$ cat config.mk
export PLATFORM = sky130hd
export DESIGN_NAME = edid_base_block_decoder
export DESIGN_NICKNAME = d
export VERILOG_FILES = /design/src/design/edid_pkg.sv /design/src/design/edid_store.sv /design/src/design/edid_base_block_decoder.sv
export SDC_FILE = /design/constraint.sdc
export NUM_CORES = 2
export LEC_CHECK = 0
export BUFFER_PORTS_ARGS = -buffer_cell sky130_fd_sc_hd__clkbuf_2
export CORE_UTILIZATION = 65
export DETAILED_ROUTE_END_ITERATION = 7
export PLACE_DENSITY = 0.82
export SLEW_MARGIN = 30
export SYNTH_ARGS = -nofsm -noshare
export SYNTH_HDL_FRONTEND = slang
export SYNTH_SLANG_ARGS = --single-unit
export TNS_END_PERCENT = 50
$ cat constraint.sdc
create_clock -name i_clk -period 25.7 [get_ports i_clk]
set_input_delay 1.285 -clock i_clk [delete_from_list [all_inputs] [get_ports i_clk]]
set_output_delay 1.285 -clock i_clk [all_outputs]
set_load 0.01 [all_outputs]
$ cat src/design/edid_pkg.sv
// Package for the display identification block decoder.
// Result kinds, register indexes, widths and fixed byte offsets. No dependencies.
package edid_pkg;
    localparam int BLOCK_BYTES      = 128;
    localparam int DESCRIPTOR_COUNT = 4;
    localparam int TIMING_SLOTS     = 8;
    localparam int ADDR_W           = 7;

    localparam logic [2:0] KIND_STATUS = 3'd0;
    localparam logic [2:0] KIND_IDENT  = 3'd1;
    localparam logic [2:0] KIND_DATE   = 3'd2;
    localparam logic [2:0] KIND_DISP   = 3'd3;
    localparam logic [2:0] KIND_LIMITS = 3'd4;
    localparam logic [2:0] KIND_TIMING = 3'd5;

    localparam logic REG_REQ_CKS   = 1'b0;
    localparam logic REG_SKIP_HDR  = 1'b1;

    localparam logic [7:0] RANGE_TAG   = 8'hfd;
    localparam logic [7:0] DESC_BASE   = 8'h36;
    localparam logic [7:0] DESC_STRIDE = 8'd18;
    localparam logic [7:0] TIMING_BASE = 8'h26;

    typedef struct packed {
        logic        valid;
        logic [2:0]  kind;
        logic [15:0] a;
        logic [15:0] b;
        logic [31:0] c;
        logic [15:0] d;
        logic        last;
    } t_result;
endpackage

$ cat src/design/edid_store.sv
// Byte store of the block: 128 x 8 synchronous memory, one write and one read port.
// Uses edid_pkg.
module edid_store #(
    parameter int BLOCK_BYTES = edid_pkg::BLOCK_BYTES
) (
    input  logic                           i_clk,
    input  logic                           i_we,
    input  logic [$clog2(BLOCK_BYTES)-1:0] i_waddr,
    input  logic [7:0]                     i_wdata,
    input  logic [$clog2(BLOCK_BYTES)-1:0] i_raddr,
    output logic [7:0]                     o_rdata
);
    logic [7:0] r_mem [BLOCK_BYTES];
    logic [7:0] r_rdata;

    always_ff @(posedge i_clk) begin
        if (i_we) begin
            r_mem[i_waddr] <= i_wdata;
        end
        r_rdata <= r_mem[i_raddr];
    end

    assign o_rdata = r_rdata;
endmodule

$ cat src/design/edid_base_block_decoder.sv
// Top level of the display identification block decoder.
// Collects bytes into edid_store, then walks the store to build the result items.
// Depends on edid_pkg and edid_store.
//
//  channel  | handshake              | payload
//  input    | i_start / o_busy       | i_edid_byte, i_first_byte
//  config   | i_cfg_valid/o_cfg_ready| i_cfg_index, i_cfg_data
//  result   | o_strobe               | o_kind, o_value_a..d, o_last
//
// One byte per cycle while collecting. After byte 127 the block stays busy while it reads
// the fixed bytes, emits identity and date, searches the descriptors, reads the range bytes
// (skipped when none matches) and reads the two bytes of each timing slot.
// Results leave at most one per cycle and cannot be held off. Config is taken only when idle.
// Reset is synchronous; the store is not cleared.
module edid_base_block_decoder #(
    parameter int BLOCK_BYTES      = edid_pkg::BLOCK_BYTES,
    parameter int DESCRIPTOR_COUNT = edid_pkg::DESCRIPTOR_COUNT,
    parameter int TIMING_SLOTS     = edid_pkg::TIMING_SLOTS
) (
    input  logic        i_clk,
    input  logic        i_rst_n,
    input  logic        i_start,
    output logic        o_busy,
    input  logic [7:0]  i_edid_byte,
    input  logic        i_first_byte,
    input  logic        i_cfg_valid,
    output logic        o_cfg_ready,
    input  logic        i_cfg_index,
    input  logic        i_cfg_data,
    output logic        o_strobe,
    output logic [2:0]  o_kind,
    output logic [15:0] o_value_a,
    output logic [15:0] o_value_b,
    output logic [31:0] o_value_c,
    output logic [15:0] o_value_d,
    output logic        o_last
);
    localparam int AW = $clog2(BLOCK_BYTES);

    localparam logic [2:0] S_COLLECT = 3'd0;
    localparam logic [2:0] S_FIXED   = 3'd1;
    localparam logic [2:0] S_IDENT   = 3'd2;
    localparam logic [2:0] S_DATE    = 3'd3;
    localparam logic [2:0] S_DESC    = 3'd4;
    localparam logic [2:0] S_RANGE   = 3'd5;
    localparam logic [2:0] S_TIMING  = 3'd6;

    logic [2:0]    r_state;
    logic [AW-1:0] r_off;
    logic [7:0]    r_sum;
    logic          r_hdr;
    logic          r_req_cks, r_skip_hdr;
    logic [5:0]    r_step;
    logic [5:0]    n_step;
    logic [7:0]    r_b [30];
    logic [7:0]    r_dsc [5];
    logic [7:0]    r_rng [4];
    logic [1:0]    r_desc;
    logic          r_found;
    logic [7:0]    r_fbase;
    logic [2:0]    r_slot;
    logic [7:0]    r_t0;
    logic [15:0]   r_h;
    logic          r_hpend;
    logic [1:0]    r_asp;
    logic [5:0]    r_rf;
    logic          r_used;
    logic [AW-1:0] n_raddr;
    logic          r_rvalid;
    logic [4:0]    r_rtag;
    logic [4:0]    n_rtag;
    logic          n_rreq;
    logic [7:0]    w_rdata;
    logic [7:0]    w_a8;
    edid_pkg::t_result r_res;

    logic          acc_in;
    logic          w_hdr_ok;
    logic [7:0]    want;
    logic [AW-1:0] w_off;
    logic [7:0]    w_dbase;
    logic          w_acc;
    logic          w_match;
    logic [15:0]   w_mclk;
    logic [17:0]   w_h3;
    logic [19:0]   w_h9;
    logic [33:0]   w_h4x;
    logic [15:0]   w_vres;

    assign o_busy      = (r_state != S_COLLECT);
    assign o_cfg_ready = !o_busy;
    assign acc_in      = i_start && !o_busy;
    assign w_off       = i_first_byte ? '0 : r_off;

    edid_store #(.BLOCK_BYTES(BLOCK_BYTES)) u_store (
        .i_clk   (i_clk),
        .i_we    (acc_in),
        .i_waddr (w_off),
        .i_wdata (i_edid_byte),
        .i_raddr (n_raddr),
        .o_rdata (w_rdata)
    );

    // Header byte check
    always_comb begin
        want = (w_off == '0 || w_off == AW'(7)) ? 8'h00 : 8'hff;
        w_hdr_ok = (i_first_byte ? 1'b1 : r_hdr) &&
                   ((w_off >= AW'(8)) || (i_edid_byte == want));
    end

    // Descriptor base: 0x36 + 18 * index
    assign w_dbase = edid_pkg::DESC_BASE + 8'({r_desc, 4'b0000} + {r_desc, 1'b0});

    // Read address sequencing; r_step counts issued reads within the current state, descriptor or timing slot
    always_comb begin
        n_rreq = 1'b0;
        n_rtag = '0;
        w_a8   = '0;
        n_step = r_step;
        case (r_state)
            S_FIXED: begin
                if (r_step < 6'd30) begin
                    n_rreq = 1'b1;
                    w_a8   = 8'h08 + {2'b00, r_step};
                    n_rtag = r_step[4:0];
                    n_step = r_step + 6'd1;
                end
            end
            S_DESC: begin
                if (r_step < 6'd5) begin
                    n_rreq = 1'b1;
                    w_a8   = w_dbase + ((r_step == 6'd4) ? 8'd9 : {2'b00, r_step});
                    n_rtag = r_step[4:0];
                    n_step = r_step + 6'd1;
                end
            end
            S_RANGE: begin
                if (r_step < 6'd4) begin
                    n_rreq = 1'b1;
                    w_a8   = r_fbase + 8'd5 + {2'b00, r_step};
                    n_rtag = r_step[4:0];
                    n_step = r_step + 6'd1;
                end
            end
            S_TIMING: begin
                if (r_step < 6'd2) begin
                    n_rreq = 1'b1;
                    w_a8   = edid_pkg::TIMING_BASE + {4'd0, r_slot, 1'b0} + {7'd0, r_step[0]};
                    n_rtag = r_step[4:0];
                    n_step = r_step + 6'd1;
                end
            end
            default: ;
        endcase
        n_raddr = w_a8[AW-1:0];
    end

    assign w_acc   = ((!r_req_cks) || (r_sum == 8'd0)) && (r_skip_hdr || r_hdr);
    assign w_match = (r_dsc[0] == 8'h00) && (r_dsc[1] == 8'h00) && (r_dsc[2] == 8'h00) &&
                     (r_dsc[3] == edid_pkg::RANGE_TAG);
    assign w_mclk  = (r_dsc[4] == 8'hff) ? 16'd0 : {8'd0, r_dsc[4]} * 16'd10;

    // Vertical size from aspect; divide by five as a reciprocal multiply
    assign w_h3  = 18'(r_h) * 18'd3;
    assign w_h9  = 20'(r_h) * 20'd9;
    assign w_h4x = 34'({r_h, 2'b00}) * 34'd52429;
    always_comb begin
        case (r_asp)
            2'd0:    w_vres = r_h;
            2'd1:    w_vres = w_h3[17:2];
            2'd2:    w_vres = w_h4x[33:18];
            default: w_vres = w_h9[19:4];
        endcase
    end

    always_ff @(posedge i_clk) begin
        if (!i_rst_n) begin
            r_state     <= S_COLLECT;
            r_off       <= '0;
            r_sum       <= '0;
            r_hdr       <= 1'b1;
            r_req_cks   <= 1'b0;
            r_skip_hdr  <= 1'b0;
            r_step      <= '0;
            r_rvalid    <= 1'b0;
            r_res.valid <= 1'b0;
            r_hpend     <= 1'b0;
        end else begin
            r_res.valid <= 1'b0;
            r_rvalid    <= n_rreq;
            r_rtag      <= n_rtag;
            r_step      <= n_step;
            r_hpend     <= 1'b0;
            if (i_cfg_valid && o_cfg_ready) begin
                if (i_cfg_index == edid_pkg::REG_REQ_CKS) r_req_cks <= i_cfg_data;
                else                                    r_skip_hdr <= i_cfg_data;
            end
            case (r_state)
                S_COLLECT: begin
                    r_step <= '0;
                    if (acc_in) begin
                        r_sum <= (i_first_byte ? 8'd0 : r_sum) + i_edid_byte;
                        r_hdr <= w_hdr_ok;
                        if (w_off == AW'(BLOCK_BYTES - 1)) begin
                            r_off   <= '0;
                            r_state <= S_FIXED;
                        end else begin
                            r_off <= w_off + AW'(1);
                        end
                    end
                end
                S_FIXED: begin
                    if (r_rvalid) r_b[r_rtag] <= w_rdata;
                    if (r_step == 6'd30 && !r_rvalid) begin
                        r_res.valid <= 1'b1;
                        r_res.kind  <= edid_pkg::KIND_STATUS;
                        r_res.a     <= {15'd0, w_acc};
                        r_res.b     <= {15'd0, r_hdr};
                        r_res.c     <= {31'd0, (r_sum == 8'd0)};
                        r_res.d     <= {r_b[10], r_b[11]};
                        r_res.last  <= 1'b0;
                        r_state     <= S_IDENT;
                    end
                end
                S_IDENT: begin
                    r_res.valid <= 1'b1;
                    r_res.kind  <= edid_pkg::KIND_IDENT;
                    r_res.a     <= {r_b[0], r_b[1]};
                    r_res.b     <= {r_b[3], r_b[2]};
                    r_res.c     <= {r_b[7], r_b[6], r_b[5], r_b[4]};
                    r_res.d     <= '0;
                    r_res.last  <= 1'b0;
                    r_state     <= S_DATE;
                end
                S_DATE: begin
                    r_res.valid <= 1'b1;
                    r_res.kind  <= edid_pkg::KIND_DATE;
                    r_res.a     <= {8'd0, r_b[9]} + 16'd1990;
                    r_res.b     <= {8'd0, r_b[8]};
                    r_res.c     <= {24'd0, r_b[14]};
                    r_res.d     <= {8'd0, r_b[13]};
                    r_res.last  <= 1'b0;
                    r_state     <= S_DESC;
                    r_step      <= '0;
                    r_desc      <= '0;
                    r_found     <= 1'b0;
                end
                S_DESC: begin
                    if (r_rvalid) r_dsc[r_rtag[2:0]] <= w_rdata;
                    if (r_step == 6'd5 && !r_rvalid) begin
                        if (w_match || (32'(r_desc) == DESCRIPTOR_COUNT - 1)) begin
                            r_res.valid <= 1'b1;
                            r_res.kind  <= edid_pkg::KIND_DISP;
                            r_res.a     <= {8'd0, r_b[15]} + 16'd100;
                            r_res.b     <= {8'd0, r_b[16]};
                            r_res.c     <= {8'd0, r_b[29], r_b[28], r_b[27]};
                            r_res.d     <= w_match ? w_mclk : 16'd0;
                            r_res.last  <= 1'b0;
                            r_found     <= w_match;
                            r_fbase     <= w_dbase;
                            r_state     <= S_RANGE;
                            r_step      <= w_match ? 6'd0 : 6'd4;
                        end else begin
                            r_desc <= r_desc + 2'd1;
                            r_step <= '0;
                        end
                    end
                end
                S_RANGE: begin
                    if (r_rvalid) r_rng[r_rtag[1:0]] <= w_rdata;
                    if (r_step == 6'd4 && !r_rvalid) begin
                        r_res.valid <= 1'b1;
                        r_res.kind  <= edid_pkg::KIND_LIMITS;
                        r_res.a     <= r_found ? {8'd0, r_rng[0]} : 16'd0;
                        r_res.b     <= r_found ? {8'd0, r_rng[1]} : 16'd0;
                        r_res.c     <= r_found ? {24'd0, r_rng[2]} : 32'd0;
                        r_res.d     <= r_found ? {8'd0, r_rng[3]} : 16'd0;
                        r_res.last  <= 1'b0;
                        r_state     <= S_TIMING;
                        r_step      <= '0;
                        r_slot      <= '0;
                    end
                end
                S_TIMING: begin
                    if (r_rvalid && r_rtag == 5'd0) r_t0 <= w_rdata;
                    if (r_rvalid && r_rtag == 5'd1) begin
                        r_used  <= ((r_t0 | w_rdata) & 8'hfe) != 8'd0;
                        r_h     <= (16'(r_t0) + 16'd31) << 3;
                        r_asp   <= w_rdata[7:6];
                        r_rf    <= w_rdata[5:0];
                        r_hpend <= 1'b1;
                    end
                    if (r_hpend) begin
                        r_res.valid <= 1'b1;
                        r_res.kind  <= edid_pkg::KIND_TIMING;
                        r_res.a     <= r_used ? r_h : 16'd0;
                        r_res.b     <= r_used ? w_vres : 16'd0;
                        r_res.c     <= r_used ? {26'd0, r_rf} + 32'd60 : 32'd0;
                        r_res.d     <= {13'd0, r_slot};
                        r_res.last  <= (32'(r_slot) == TIMING_SLOTS - 1);
                        if (32'(r_slot) == TIMING_SLOTS - 1) begin
                            r_state <= S_COLLECT;
                            r_sum   <= '0;
                            r_hdr   <= 1'b1;
                        end else begin
                            r_slot <= r_slot + 3'd1;
                            r_step <= '0;
                        end
                    end
                end
                default: r_state <= S_COLLECT;
            endcase
        end
    end

    assign o_strobe  = r_res.valid;
    assign o_kind    = r_res.kind;
    assign o_value_a = r_res.a;
    assign o_value_b = r_res.b;
    assign o_value_c = r_res.c;
    assign o_value_d = r_res.d;
    assign o_last    = r_res.last;
endmodule
==> flow_summary.json <==
{
  "drive_gt1_frac": 0.0989,
  "skew_ps": 39.5,
  "yosysUniqueCellTypes": 85,
  "grt_pass1_wl_mm": 229,
  "max-cap-violations": 0,
  "place_area_um2": 60900,
  "cts_resized": 0,
  "critPathKind": "register to register",
  "setup-tns-final_ps": 0,
  "min_delay_path_depth": 2,
  "io_buffers": 101,
  "wl_met1_mm": 55.1,
  "grt_setup_unrepaired": "no",
  "setup.worst_path.start_class": "register",
  "syn_nets": 4448,
  "setup_viol": 0,
  "dp_hpwl_mm": 94.1,
  "synthArstFlopShare": 0,
  "cts_hold_buf": 0,
  "ys_dominant_reg_cell": "edfxtp_1",
  "vias": 38100,
  "power_uw": 4670,
  "ys_ff_latch": 1410,
  "cts_root_buf": "clkbuf_16",
  "min_from": "r_sum[1]",
  "die_x_um": 304,
  "place_congestion": 0.987,
  "grt_max_degree": 123,
  "nets": 4526,
  "crit_path_max_incr_delay_ps": 820,
  "crit_buf_inv": 3,
  "min_period_ps": 6280,
  "wl_per_cell_um": 27.5,
  "yosysWarnings": 0,
  "hold_violations": 0,
  "status": "complete, no violations",
  "wirelength_mm": 155,
  "required_ps": 26340,
  "dieArea_um2": 92400,
  "crit_path_max_fanout": 68,
  "r2r_end": "u_store.o_rdata[5]",
  "rr_startpoint": "r_state[2]",
  "drt-initial-drc-count": 5567,
  "postCtsSetupBuffers": 0,
  "met2_length_mm": 74.8,
  "grt-ovfl-total": 0,
  "cts_buffer_depth": 3,
  "start_util": 0.658,
  "whs_ps": 503,
  "route.met3.wl_mm": 17.4,
  "antenna_found_initial": 0,
  "ir_drop_v": 0.0000719,
  "yosysSeqAreaShare": 0.708,
  "diodes": 0,
  "power_leakage_uw": 0.0221,
  "drv_slew": 0,
  "grt_usage": 0.335,
  "final_antenna_net_count": 0,
  "synth_edf_count": 1372,
  "post-route-period-util": 0.245,
  "numCtsBuffers": 139,
  "r2r_cells": 12,
  "clk_latency_ps": 760,
  "clock_sinks": 1410,
  "cp.arrival_ps": 6930,
  "power.density_nw_per_um2": 71.5,
  "syn_area_um2": 59300,
  "via_per_inst": 6.76,
  "firstDrtPassIters": 6,
  "die_h_um": 304,
  "synthToLayoutAreaGrowth_pct": 10.1,
  "end_kind": "register",
  "reg2reg_slack_ps": 19420,
  "cts_max_level": 4,
  "rows": 110,
  "crit_top_cell": "buf_4",
  "path_delay_family": "buffers and inverters",
  "final_common_cell": "edfxtp_1",
  "syn_inst": 4278,
  "hold_path_class": "register to register",
  "clkSlewWorstSetupHoldPaths_ps": 60,
  "max_freq_mhz": 159,
  "slowest_stage": "buf_4",
  "cts_tree": "yes",
  "finish.instance_area_um2": 65300,
  "topRoutingLayerUsed": "met4",
  "fp.coreArea_um2": 90100,
  "crit_chain": "nor2b_1 -> nand4_4 -> o2111ai_4 -> buf_4 -> buf_4 -> buf_4 -> mux2i_1 -> mux4_2 -> and2_1 -> o2111a_1 -> a41oi_1 -> nor4b_2",
  "syn_avg_cell_area_um2": 13.9,
  "drc": 0,
  "layout.cells.most_common_list": "1372 x edfxtp_1, 824 x nand2_1, 247 x nand3_1",
  "grt_pass1_vias": 36900,
  "max_slew_margin": 0.271,
  "whs_endpoint": "r_sum[1]",
  "tightestPinTransition_ps": 1090,
  "ios": 102
}
## how the worst max path moves through the flow
| stage | startpoint | endpoint | slack (ps) | depth (start not counted) |
|---|---|---|---|---|
| finish | r_state[2] | u_store.o_rdata[5] | 19420 | 12 |
| global route | r_state[2] | u_store.o_rdata[5] | 19080 | 12 |
| global placement | r_state[2] | u_store.o_rdata[5] | 19670 | 12 |
| detailed placement | r_state[2] | u_store.o_rdata[5] | 19550 | 12 |
| CTS | r_state[2] | u_store.o_rdata[5] | 19520 | 12 |
| floorplan | r_dsc[0][6] | o_kind[0] | 9840 | 7 |
## routing by layer
metal | up-vias | global-route usage
met5 | - | 0
met4 | 0 | 0.167
met3 | 474 | 0.0621
met2 | 2699 | 0.544
met1 | 18600 | 0.438
li1 | 16300 | -
## sequential cells by signal, summed over array words and instances, names as in the netlist, 9 cells and up
signal	count
o_value_a	16
o_value_b	16
o_value_c	32
o_value_d	16
r_b	152
r_dsc	40
r_h	9
r_rng	32
u_store.r_mem	1024
## cells by family (layout without fill, tap and decap cells)
group                    after synthesis  count (layout)  share of synthesized area
AO/OA/AOI/OAI                        527             527                     0.0660
AND/OR/NAND/NOR                     1632            1632                      0.124
buffers and inverters                341             523                     0.0253
multiplexers                         151             151                     0.0309
XOR/XNOR                              60              60                    0.00886
adder cells (fa/ha/maj)              157             157                     0.0371
flip-flops                          1410            1410                      0.708
## report_power, final
part	total [uW]	switching (uW)	internal, uW
clock network	1960	838	1120
logic	149	119	30.1
registers	2560	11.6	2550
total	4670	969	3700
## synth_stat cells, types with 58 or more instances
| cell | n | share of area |
|---|---|---|
| ha_1 | 123 | 0.026 |
| edfxtp_1 | 1372 | 0.69 |
| nand2_1 | 825 | 0.052 |
| a32oi_1 | 75 | 0.011 |
| nand3_1 | 247 | 0.021 |
| inv_1 | 102 | 0.0065 |
| nor2_1 | 215 | 0.014 |
| nand4_1 | 121 | 0.013 |
| o21ai_0 | 85 | 0.0072 |
| buf_2 | 63 | 0.0053 |
| a21oi_1 | 73 | 0.0062 |
| clkbuf_1 | 126 | 0.0080 |
| mux2i_1 | 122 | 0.021 |
| and3_1 | 58 | 0.0061 |
## through the flow
stage	worst slack, ps	instances	utilization
after CTS	19520	5636	0.724
after floorplan	9840	4278	-
after global routing	19080	5636	0.724
after detailed placement	19550	5391	0.676
final	19420	5636	0.724
after global placement	19670	5391	0.676
## layout make-up
class,instances,area (um^2)
fillers,5543,24900
inverters,103,392
well taps,1176,1470
flip-flops and latches,1410,42000
clock buffers,181,3780
repair buffers,175,1100
multi-input cells,2527,16000
clock inverters,64,543
## tightest hold or removal path, delay by kind of cell, from the launching register on
family             cells  cell delay [ps]
AOI/OAI and AO/OA      1               70
and+or+nand+nor        1               70
DFF                    1              320
No activity file was read; power rests on OpenSTA's default activity.
